$ cat src/rrs_pkg.sv
// ----------------------------------------------------------------------------
// rrs_pkg
// Shared types, codes and constants of the round robin thread scheduler.
// ----------------------------------------------------------------------------
package rrs_pkg;

  // default number of thread slots
  localparam int unsigned MaxSlotsDefault = 32;

  // field widths of the command and result words
  localparam int unsigned OpW     = 3;
  localparam int unsigned IdW     = 5;
  localparam int unsigned StatusW = 2;
  localparam int unsigned TStateW = 2;
  localparam int unsigned CountW  = 6;

  // operation codes (codes 6 and 7 are no-ops)
  typedef enum logic [OpW-1:0] {
    OP_CREATE   = 3'd0,
    OP_STOP     = 3'd1,
    OP_BLOCK    = 3'd2,
    OP_UNBLOCK  = 3'd3,
    OP_SCHEDULE = 3'd4,
    OP_QUERY    = 3'd5
  } rrs_op_e;

  // status codes
  typedef enum logic [StatusW-1:0] {
    ST_OK     = 2'd0,
    ST_FULL   = 2'd1,
    ST_UNUSED = 2'd2
  } rrs_status_e;

  // per-slot thread state
  typedef enum logic [TStateW-1:0] {
    TS_RUNNING    = 2'd0,
    TS_READY      = 2'd1,
    TS_BLOCKED    = 2'd2,
    TS_TERMINATED = 2'd3
  } rrs_tstate_e;

  // command word
  typedef struct packed {
    logic [OpW-1:0] operation;
    logic [IdW-1:0] thread_id;
  } rrs_req_t;

  // result word
  typedef struct packed {
    logic [StatusW-1:0] status;
    logic [IdW-1:0]     result_thread;
    logic [TStateW-1:0] thread_state;
    logic [IdW-1:0]     running_thread;
    logic [CountW-1:0]  threads_in_use;
  } rrs_rsp_t;

endpackage

$ cat src/rrs_ram.sv
// ----------------------------------------------------------------------------
// rrs_ram
// Generic single write port, single read port RAM with registered read data.
// ----------------------------------------------------------------------------
module rrs_ram #(
  parameter int unsigned Width = 2,
  parameter int unsigned Depth = 32
) (
  input  logic                     clk_i,
  input  logic                     we_i,
  input  logic [$clog2(Depth)-1:0] waddr_i,
  input  logic [Width-1:0]         wdata_i,
  input  logic                     re_i,
  input  logic [$clog2(Depth)-1:0] raddr_i,
  output logic [Width-1:0]         rdata_o
);

  logic [Width-1:0] mem_q [Depth];
  logic [Width-1:0] rdata_q;

  // write port
  always_ff @(posedge clk_i) begin
    if (we_i) begin
      mem_q[waddr_i] <= wdata_i;
    end
  end

  // registered read port
  always_ff @(posedge clk_i) begin
    if (re_i) begin
      rdata_q <= mem_q[raddr_i];
    end
  end

  assign rdata_o = rdata_q;

endmodule

$ cat src/round_robin_thread_scheduler_top.sv
// ----------------------------------------------------------------------------
// round_robin_thread_scheduler_top
// Per-slot thread state table with create, stop, block, unblock, query and a
// round robin schedule search stepped one slot per cycle.
// ----------------------------------------------------------------------------
//  channel  | ports                     | handshake
//  command  | start, busy, req_i        | taken when start high and busy low
//  result   | done_o, rsp_o             | one-cycle strobe, always taken
//
//  create, stop, block, no-op codes and unused-slot answers: result strobe
//  in the cycle after the command word is taken.
//  unblock and query of a slot in use: one read of the state table.
//  schedule: one table read per slot searched, at most threads_in_use slots;
//  the S_SC_WR state follows when the old thread goes back to ready.
//  after reset the block is ready at once; the result side cannot stall.
// ----------------------------------------------------------------------------
module round_robin_thread_scheduler_top
  import rrs_pkg::*;
#(
  parameter int unsigned MAX_SLOTS = MaxSlotsDefault
) (
  input  logic     clk_i,
  input  logic     rst_ni,
  input  logic     start,
  output logic     busy,
  input  rrs_req_t req_i,
  output logic     done_o,
  output rrs_rsp_t rsp_o
);

  localparam int unsigned SlotW = $clog2(MAX_SLOTS);
  localparam int unsigned CntW  = $clog2(MAX_SLOTS + 1);
  localparam int unsigned CmpW  = (CntW > IdW) ? CntW : IdW;

  // sequencer states
  typedef enum logic [5:0] {
    S_IDLE   = 6'b000001,
    S_UNBLK  = 6'b000010,
    S_QUERY  = 6'b000100,
    S_SC_RUN = 6'b001000,
    S_SC_CHK = 6'b010000,
    S_SC_WR  = 6'b100000
  } rrs_fsm_e;

  rrs_fsm_e             state_q, state_d;
  logic [CntW-1:0]      count_q, count_d;
  logic [SlotW-1:0]     running_q, running_d;
  logic [SlotW-1:0]     id_q, id_d;
  logic [SlotW-1:0]     idx_q, idx_d;
  logic [CntW-1:0]      n_q, n_d;
  logic [TStateW-1:0]   run_st_q, run_st_d;
  logic                 s0_wr_q, s0_wr_d;
  logic                 rd_zero_q, rd_zero_d;
  logic                 done_q, done_d;
  rrs_rsp_t             rsp_q, rsp_d;

  logic                 ram_we, ram_re;
  logic [SlotW-1:0]     ram_waddr, ram_raddr;
  logic [TStateW-1:0]   ram_wdata, ram_rdata, rd_val;

  logic [CmpW-1:0]      id_ext, cnt_ext;
  logic                 in_use;
  logic [SlotW-1:0]     id_slot, start_idx, idx_inc;
  logic [CntW-1:0]      run_inc, idx_wide_inc, n_inc;

  // state table
  rrs_ram #(
    .Width (TStateW),
    .Depth (MAX_SLOTS)
  ) u_state_ram (
    .clk_i   (clk_i),
    .we_i    (ram_we),
    .waddr_i (ram_waddr),
    .wdata_i (ram_wdata),
    .re_i    (ram_re),
    .raddr_i (ram_raddr),
    .rdata_o (ram_rdata)
  );

  // slot 0 starts out running until its entry is first written
  assign rd_val = rd_zero_q ? TS_RUNNING : ram_rdata;

  // target slot decode
  assign id_ext  = CmpW'(req_i.thread_id);
  assign cnt_ext = CmpW'(count_q);
  assign in_use  = id_ext < cnt_ext;
  assign id_slot = id_ext[SlotW-1:0];

  // round robin wrap of the search index
  assign run_inc      = CntW'(running_q) + CntW'(1);
  assign start_idx    = (run_inc >= count_q) ? '0 : run_inc[SlotW-1:0];
  assign idx_wide_inc = CntW'(idx_q) + CntW'(1);
  assign idx_inc      = (idx_wide_inc >= count_q) ? '0 : idx_wide_inc[SlotW-1:0];
  assign n_inc        = n_q + CntW'(1);

  // sequencer
  always_comb begin
    state_d   = state_q;
    count_d   = count_q;
    running_d = running_q;
    id_d      = id_q;
    idx_d     = idx_q;
    n_d       = n_q;
    run_st_d  = run_st_q;
    done_d    = 1'b0;
    rsp_d     = rsp_q;
    ram_we    = 1'b0;
    ram_waddr = id_slot;
    ram_wdata = TS_READY;
    ram_re    = 1'b0;
    ram_raddr = id_slot;

    unique case (state_q)
      S_IDLE: begin
        if (start) begin
          rsp_d.status        = ST_OK;
          rsp_d.result_thread = '0;
          rsp_d.thread_state  = '0;
          unique case (req_i.operation) inside
            OP_CREATE: begin
              done_d = 1'b1;
              if (count_q >= CntW'(MAX_SLOTS)) begin
                rsp_d.status = ST_FULL;
              end else begin
                ram_we              = 1'b1;
                ram_waddr           = count_q[SlotW-1:0];
                ram_wdata           = TS_READY;
                count_d             = count_q + CntW'(1);
                rsp_d.result_thread = IdW'(count_q);
              end
            end
            OP_STOP, OP_BLOCK: begin
              done_d = 1'b1;
              if (in_use) begin
                ram_we    = 1'b1;
                ram_wdata = (req_i.operation == OP_STOP) ? TS_TERMINATED : TS_BLOCKED;
              end else begin
                rsp_d.status = ST_UNUSED;
              end
            end
            OP_UNBLOCK, OP_QUERY: begin
              if (in_use) begin
                ram_re  = 1'b1;
                id_d    = id_slot;
                state_d = (req_i.operation == OP_QUERY) ? S_QUERY : S_UNBLK;
              end else begin
                done_d       = 1'b1;
                rsp_d.status = ST_UNUSED;
              end
            end
            OP_SCHEDULE: begin
              ram_re    = 1'b1;
              ram_raddr = running_q;
              idx_d     = start_idx;
              n_d       = '0;
              state_d   = S_SC_RUN;
            end
            default: begin
              done_d = 1'b1;
            end
          endcase
        end
      end
      S_UNBLK: begin
        if (rd_val == TS_BLOCKED) begin
          ram_we    = 1'b1;
          ram_waddr = id_q;
          ram_wdata = TS_READY;
        end
        done_d  = 1'b1;
        state_d = S_IDLE;
      end
      S_QUERY: begin
        rsp_d.thread_state = rd_val;
        done_d             = 1'b1;
        state_d            = S_IDLE;
      end
      S_SC_RUN: begin
        run_st_d  = rd_val;
        ram_re    = 1'b1;
        ram_raddr = idx_q;
        state_d   = S_SC_CHK;
      end
      S_SC_CHK: begin
        if (rd_val == TS_READY) begin
          if (run_st_q == TS_RUNNING) begin
            // old thread back to ready first
            ram_we    = 1'b1;
            ram_waddr = running_q;
            ram_wdata = TS_READY;
            state_d   = S_SC_WR;
          end else begin
            ram_we              = 1'b1;
            ram_waddr           = idx_q;
            ram_wdata           = TS_RUNNING;
            running_d           = idx_q;
            rsp_d.result_thread = IdW'(idx_q);
            done_d              = 1'b1;
            state_d             = S_IDLE;
          end
        end else if (n_inc >= count_q) begin
          // nothing ready: running slot stays
          rsp_d.result_thread = IdW'(running_q);
          done_d              = 1'b1;
          state_d             = S_IDLE;
        end else begin
          idx_d     = idx_inc;
          n_d       = n_inc;
          ram_re    = 1'b1;
          ram_raddr = idx_inc;
        end
      end
      S_SC_WR: begin
        ram_we              = 1'b1;
        ram_waddr           = idx_q;
        ram_wdata           = TS_RUNNING;
        running_d           = idx_q;
        rsp_d.result_thread = IdW'(idx_q);
        done_d              = 1'b1;
        state_d             = S_IDLE;
      end
      default: begin
        state_d = S_IDLE;
      end
    endcase

    // running slot and count after the operation
    if (done_d) begin
      rsp_d.running_thread = IdW'(running_d);
      rsp_d.threads_in_use = CountW'(count_d);
    end
  end

  // slot 0 write tracking and read source
  assign s0_wr_d   = s0_wr_q | (ram_we && (ram_waddr == '0));
  assign rd_zero_d = ram_re ? ((ram_raddr == '0) && !s0_wr_q) : rd_zero_q;

  // control registers
  always_ff @(posedge clk_i or negedge rst_ni) begin
    if (!rst_ni) begin
      state_q   <= S_IDLE;
      count_q   <= CntW'(1);
      running_q <= '0;
      s0_wr_q   <= 1'b0;
      rd_zero_q <= 1'b0;
      done_q    <= 1'b0;
    end else begin
      state_q   <= state_d;
      count_q   <= count_d;
      running_q <= running_d;
      s0_wr_q   <= s0_wr_d;
      rd_zero_q <= rd_zero_d;
      done_q    <= done_d;
    end
  end

  // payload and scan registers
  always_ff @(posedge clk_i) begin
    id_q     <= id_d;
    idx_q    <= idx_d;
    n_q      <= n_d;
    run_st_q <= run_st_d;
    rsp_q    <= rsp_d;
  end

  assign busy   = (state_q != S_IDLE);
  assign done_o = done_q;
  assign rsp_o  = rsp_q;

  // checks
  a_count_range: assert property (@(posedge clk_i) disable iff (!rst_ni)
    (count_q != '0) && (count_q <= CntW'(MAX_SLOTS)))
    else $error("slot count out of range");

  a_running_used: assert property (@(posedge clk_i) disable iff (!rst_ni)
    CntW'(running_q) < count_q)
    else $error("running slot not in use");

  a_done_idle: assert property (@(posedge clk_i) disable iff (!rst_ni)
    done_o |-> !busy)
    else $error("result strobe while sequencer busy");

  a_create_done: assert property (@(posedge clk_i) disable iff (!rst_ni)
    (start && !busy && (req_i.operation == OP_CREATE)) |=> done_o)
    else $error("create did not answer in one cycle");

  a_scan_bound: assert property (@(posedge clk_i) disable iff (!rst_ni)
    (state_q == S_SC_CHK) |-> (n_q < count_q))
    else $error("schedule search ran past the slot count");

endmodule

$ cat config.mk
export PLATFORM = sky130hd
export DESIGN_NAME = round_robin_thread_scheduler_top
export DESIGN_NICKNAME = d
export VERILOG_FILES = /design/src/rrs_pkg.sv /design/src/rrs_ram.sv /design/src/round_robin_thread_scheduler_top.sv
export SDC_FILE = /design/constraint.sdc
export NUM_CORES = 1
export LEC_CHECK = 0
export BUFFER_PORTS_ARGS = -buffer_cell sky130_fd_sc_hd__buf_2
export CAP_MARGIN = 5
export CORE_MARGIN = 8
export CORE_UTILIZATION = 48
export CTS_CLUSTER_DIAMETER = 50
export DETAILED_ROUTE_END_ITERATION = 8
export PLACE_DENSITY = 0.68
export SYNTH_ARGS = -nofsm -noshare
export SYNTH_HDL_FRONTEND = slang
export SYNTH_SLANG_ARGS = --single-unit
export TNS_END_PERCENT = 30
$ cat constraint.sdc
create_clock -name clk_i -period 5.9 [get_ports clk_i]
set_input_delay 1.77 -clock clk_i [delete_from_list [all_inputs] [get_ports clk_i]]
set_output_delay 1.77 -clock clk_i [all_outputs]
set_load 0.01 [all_outputs]
==> impl_metrics.prom <==
# TYPE chip_impl_metric gauge
chip_impl_metric{name="die_area",unit="sq um"} 18200
chip_impl_metric{name="post_synth_inst_count",unit=""} 602
chip_impl_info{name="clockRootBuffer",value="sky130_fd_sc_hd__clkbuf_16"} 1
chip_impl_info{name="status",value="completed"} 1
chip_impl_metric{name="synth.ff_latch_count",unit=""} 124
chip_impl_metric{name="max_clock_freq",unit="MHz"} 205
chip_impl_metric{name="grt_pass1_vias",unit=""} 5047
chip_impl_metric{name="syn_area",unit="sq um"} 6800
chip_impl_metric{name="power.density",unit="nW/um^2"} 441
chip_impl_metric{name="synth_fp_nets",unit=""} 641
chip_impl_metric{name="postLayoutSetupSlackWorst",unit="ns"} 1.01
chip_impl_metric{name="critical_path_arrival",unit="ns"} 5.05
chip_impl_info{name="worstPathCellList",value="buf_2 > nor4bb_1 > mux2_2 > a221oi_1 > o32a_1 > nand2_4 > mux2_2 > o211a_1 > nor4b_1 > o21ai_1"} 1
chip_impl_metric{name="cts-root-to-sink-buffers",unit=""} 2
chip_impl_metric{name="cts_inserted_buffers",unit=""} 17
chip_impl_metric{name="dr_total_vias",unit=""} 5155
chip_impl_metric{name="synth-edff-count",unit=""} 104
chip_impl_metric{name="async_set_or_reset_flop_fraction_in_the_synthesized_netlist",unit="%"} 16.1
chip_impl_info{name="tritoncts",value="built"} 1
chip_impl_info{name="worstSetupStartpointType",value="input pin"} 1
chip_impl_metric{name="post-cts-setup-buffer-count",unit=""} 0
chip_impl_info{name="hold_path_class",value="flip-flop to flip-flop"} 1
chip_impl_metric{name="post-route-drc-count",unit=""} 0
chip_impl_metric{name="via_density",unit=""} 6.26
chip_impl_metric{name="worst-path-max-fanout",unit=""} 15
chip_impl_metric{name="worst_pin_slew",unit="ns"} 1.07
chip_impl_metric{name="report.final.hold_viol_count",unit=""} 0
chip_impl_info{name="most_used_dff_post_synth",value="sky130_fd_sc_hd__edfxtp_1"} 1
chip_impl_metric{name="number_of_antenna_violations_at_the_first_check_in_global_routing",unit=""} 0
chip_impl_info{name="grt_setup_unrepaired",value="false"} 1
chip_impl_metric{name="drt_pass1_iterations",unit=""} 5
chip_impl_metric{name="skew",unit="ns"} 0.0118
chip_impl_metric{name="flow.area_growth_from_synthesis",unit="%"} 13.3
chip_impl_metric{name="core.rowCount",unit=""} 43
chip_impl_metric{name="clock_sinks",unit=""} 124
chip_impl_metric{name="synth.yosys.warnings",unit=""} 0
chip_impl_metric{name="worstPathRequired",unit="ns"} 6.06
chip_impl_metric{name="h-tree-depth",unit=""} 4
chip_impl_metric{name="setup_tns",unit="ns"} 0
chip_impl_metric{name="number_of_diodes",unit=""} 0
chip_impl_metric{name="clock_latency",unit="ns"} 0.43
chip_impl_metric{name="drive_above_1_share",unit="%"} 15.7
chip_impl_metric{name="die-height",unit="um"} 135
chip_impl_metric{name="grtUsageTotal",unit="%"} 19.6
chip_impl_metric{name="route.final.wire_length",unit="um"} 17300
chip_impl_metric{name="grt_max_degree",unit=""} 33
chip_impl_metric{name="cts.reportedPaths.clkPinSlew",unit="ns"} 0.06
chip_impl_metric{name="fillCellCount",unit=""} 1167
chip_impl_metric{name="pin_count",unit=""} 33
chip_impl_metric{name="p_leak",unit="uW"} 0.00292
chip_impl_metric{name="floorplan.initialDensity",unit="%"} 49.0
chip_impl_info{name="criticalPathCategory",value="input pin to flip-flop"} 1
chip_impl_metric{name="port_buffers",unit=""} 32
chip_impl_metric{name="drv.max_cap_violation_count",unit=""} 0
chip_impl_metric{name="first_iter_violations",unit=""} 544
chip_impl_metric{name="first_pass_grt_wire_length",unit="um"} 27500
chip_impl_metric{name="holdBufCountCts",unit=""} 0
chip_impl_metric{name="final_min_period_over_clock_period",unit="%"} 82.8
chip_impl_metric{name="slew-limit-headroom",unit="%"} 28.4
chip_impl_metric{name="maxSlewViolCount",unit=""} 0
chip_impl_metric{name="dp_hpwl",unit="um"} 12200
chip_impl_metric{name="core",unit="sq um"} 13900
chip_impl_info{name="cp-end-kind",value="flip-flop"} 1
chip_impl_metric{name="peakVddDrop",unit="V"} 0.000241
chip_impl_metric{name="max_stage_delay",unit="ns"} 0.56
chip_impl_metric{name="yosysSeqAreaShare",unit="%"} 53.3
chip_impl_metric{name="place_congestion",unit=""} 0.918
chip_impl_metric{name="detail-route-antenna-nets",unit=""} 0
chip_impl_metric{name="post-place-ws",unit="ns"} 0.654
chip_impl_metric{name="layout.nets",unit=""} 670
chip_impl_metric{name="globalRouteOverflowTotal",unit=""} 0
chip_impl_metric{name="synth_area_per_cell",unit="sq um"} 11.3
chip_impl_metric{name="final.min_clock_period",unit="ns"} 4.89
chip_impl_metric{name="die_width",unit="um"} 135
chip_impl_metric{name="cts_resized",unit=""} 0
chip_impl_metric{name="synthDistinctLibCells",unit=""} 73
chip_impl_info{name="critPathSlowestCell",value="sky130_fd_sc_hd__a221oi_1"} 1
chip_impl_info{name="critical-path-top-cell-by-count",value="sky130_fd_sc_hd__mux2_2"} 1
chip_impl_metric{name="route.detailed.wl_per_inst",unit="um"} 21.0
chip_impl_metric{name="setup_viol",unit=""} 0
-- logic make-up (layout without fill, tap and decap cells) --
group	count (synthesis)	count (layout)	share of synthesized area, %
flops	124	124	53.3
simple gates	207	207	15.8
buf+inv	52	94	3.40
mux	31	31	4.78
compound gates	143	143	15.4
xor+xnor	17	17	2.19
fa+ha+maj	28	28	5.15
-- stage by stage --
step / hold slack [ns] / instances / total power, uW / instance area, sq um / utilization (%)
2_1_floorplan: 0.445 / 602 / 2020 / 6800 / -
3_3_place_gp: 0.468 / 792 / 2290 / 7100 / 51.2
3_5_place_dp: 0.476 / 792 / 2320 / 7100 / 51.2
4_1_cts: 0.492 / 824 / 3400 / 7710 / 55.5
5_1_grt: 0.532 / 824 / 3570 / 7710 / 55.5
6_report: 0.494 / 824 / 3400 / 7710 / 55.5
-- placed cells by master (no fill, tap or decap), types with 5 or more instances in the layout --
master,n
sky130_fd_sc_hd__a31oi_1,5
sky130_fd_sc_hd__a22oi_1,7
sky130_fd_sc_hd__nand2_1,44
sky130_fd_sc_hd__xor2_1,7
sky130_fd_sc_hd__dfrtp_1,18
sky130_fd_sc_hd__o21ai_0,30
sky130_fd_sc_hd__mux2i_1,19
sky130_fd_sc_hd__nor2b_1,6
sky130_fd_sc_hd__inv_1,22
sky130_fd_sc_hd__nand3_1,20
sky130_fd_sc_hd__nor2_1,62
sky130_fd_sc_hd__clkbuf_16,17
sky130_fd_sc_hd__a211o_1,6
sky130_fd_sc_hd__a211oi_1,15
sky130_fd_sc_hd__a21oi_1,20
sky130_fd_sc_hd__xnor2_1,10
sky130_fd_sc_hd__a21o_1,9
sky130_fd_sc_hd__and3_1,11
sky130_fd_sc_hd__mux2_2,12
sky130_fd_sc_hd__o211ai_1,6
sky130_fd_sc_hd__nor3_1,8
sky130_fd_sc_hd__ha_1,28
sky130_fd_sc_hd__a32oi_1,8
sky130_fd_sc_hd__and2_1,8
sky130_fd_sc_hd__nand2b_1,14
sky130_fd_sc_hd__buf_2,32
sky130_fd_sc_hd__buf_4,8
sky130_fd_sc_hd__edfxtp_1,104
-- worst paths after layout --
kind                           from                endpoint  slack (ns)  cells past startpoint
hold / removal              s0_wr_q                 s0_wr_q        0.49                      1
min in group asynchronous    rst_ni              state_q[1]        1.32                      1
setup reg to reg           idx_q[0]  u_state_ram.rdata_o[1]        1.27                     13
max in group asynchronous    rst_ni              state_q[0]        4.22                      1
hold reg to reg             s0_wr_q                 s0_wr_q        0.49                      1
setup / recovery           req_i[7]  u_state_ram.rdata_o[0]        1.01                     10
-- state kept, by name, summed over array words and instances (netlist names) --
register,flops
state_q,6
u_state_ram.mem_q,64
u_state_ram.rdata_o,2
rd_zero_q,1
n_q,6
id_q,5
rsp_o,20
idx_q,5
s0_wr_q,1
done_o,1
run_st_q,2
running_q,5
cnt_ext,6
-- synthesized netlist by cell type (9+ instances only) --
| library cell | instances | area share, % |
|---|---|---|
| sky130_fd_sc_hd__ha_1 | 28 | 5.1 |
| sky130_fd_sc_hd__nor2_1 | 62 | 3.4 |
| sky130_fd_sc_hd__inv_1 | 22 | 1.2 |
| sky130_fd_sc_hd__a21o_1 | 9 | 0.99 |
| sky130_fd_sc_hd__a21oi_1 | 20 | 1.5 |
| sky130_fd_sc_hd__and3_1 | 11 | 1.0 |
| sky130_fd_sc_hd__a211oi_1 | 15 | 1.7 |
| sky130_fd_sc_hd__dfrtp_1 | 18 | 6.6 |
| sky130_fd_sc_hd__clkbuf_1 | 22 | 1.2 |
| sky130_fd_sc_hd__nand2b_1 | 14 | 1.3 |
| sky130_fd_sc_hd__xnor2_1 | 10 | 1.3 |
| sky130_fd_sc_hd__nand2_1 | 44 | 2.4 |
| sky130_fd_sc_hd__o21ai_0 | 30 | 2.2 |
| sky130_fd_sc_hd__nand3_1 | 20 | 1.5 |
| sky130_fd_sc_hd__mux2_2 | 12 | 2.0 |
| sky130_fd_sc_hd__edfxtp_1 | 104 | 46 |
| sky130_fd_sc_hd__mux2i_1 | 19 | 2.8 |
-- routing by layer --
layer	GRT usage, %	vias up	share of wire [%]
met5	0	-	0
met4	8.39	0	2.3
met3	5.72	36	8.3
met2	30.0	220	45
met1	25.4	2542	44
li1	-	2357	-
-- cell type report --
| cell class | count | area, sq um | area share [%] |
|---|---|---|---|
| well taps | 180 | 225 | 2.92 |
| clock inverters | 13 | 164 | 2.13 |
| repair buffers | 40 | 220 | 2.86 |
| multi-input cells | 426 | 2950 | 38.2 |
| flip-flops and latches | 124 | 3630 | 47.0 |
| inverters | 22 | 82.6 | 1.07 |
| clock buffers | 19 | 443 | 5.75 |
-- power breakdown --
part	leakage [uW]	switching (uW)	internal (uW)
Clock	0.000295	390	678
Sequential	0.00120	95.8	1120
Combinational	0.00143	711	404
-- critical path, delay by kind of cell --
family,cells,cell delay [ns]
AND/OR/NAND/NOR,3,1.02
AO/OA/AOI/OAI,4,1.35
buffers and inverters,1,0.16
multiplexers,2,0.74
(Power assumes the default switching activity.)
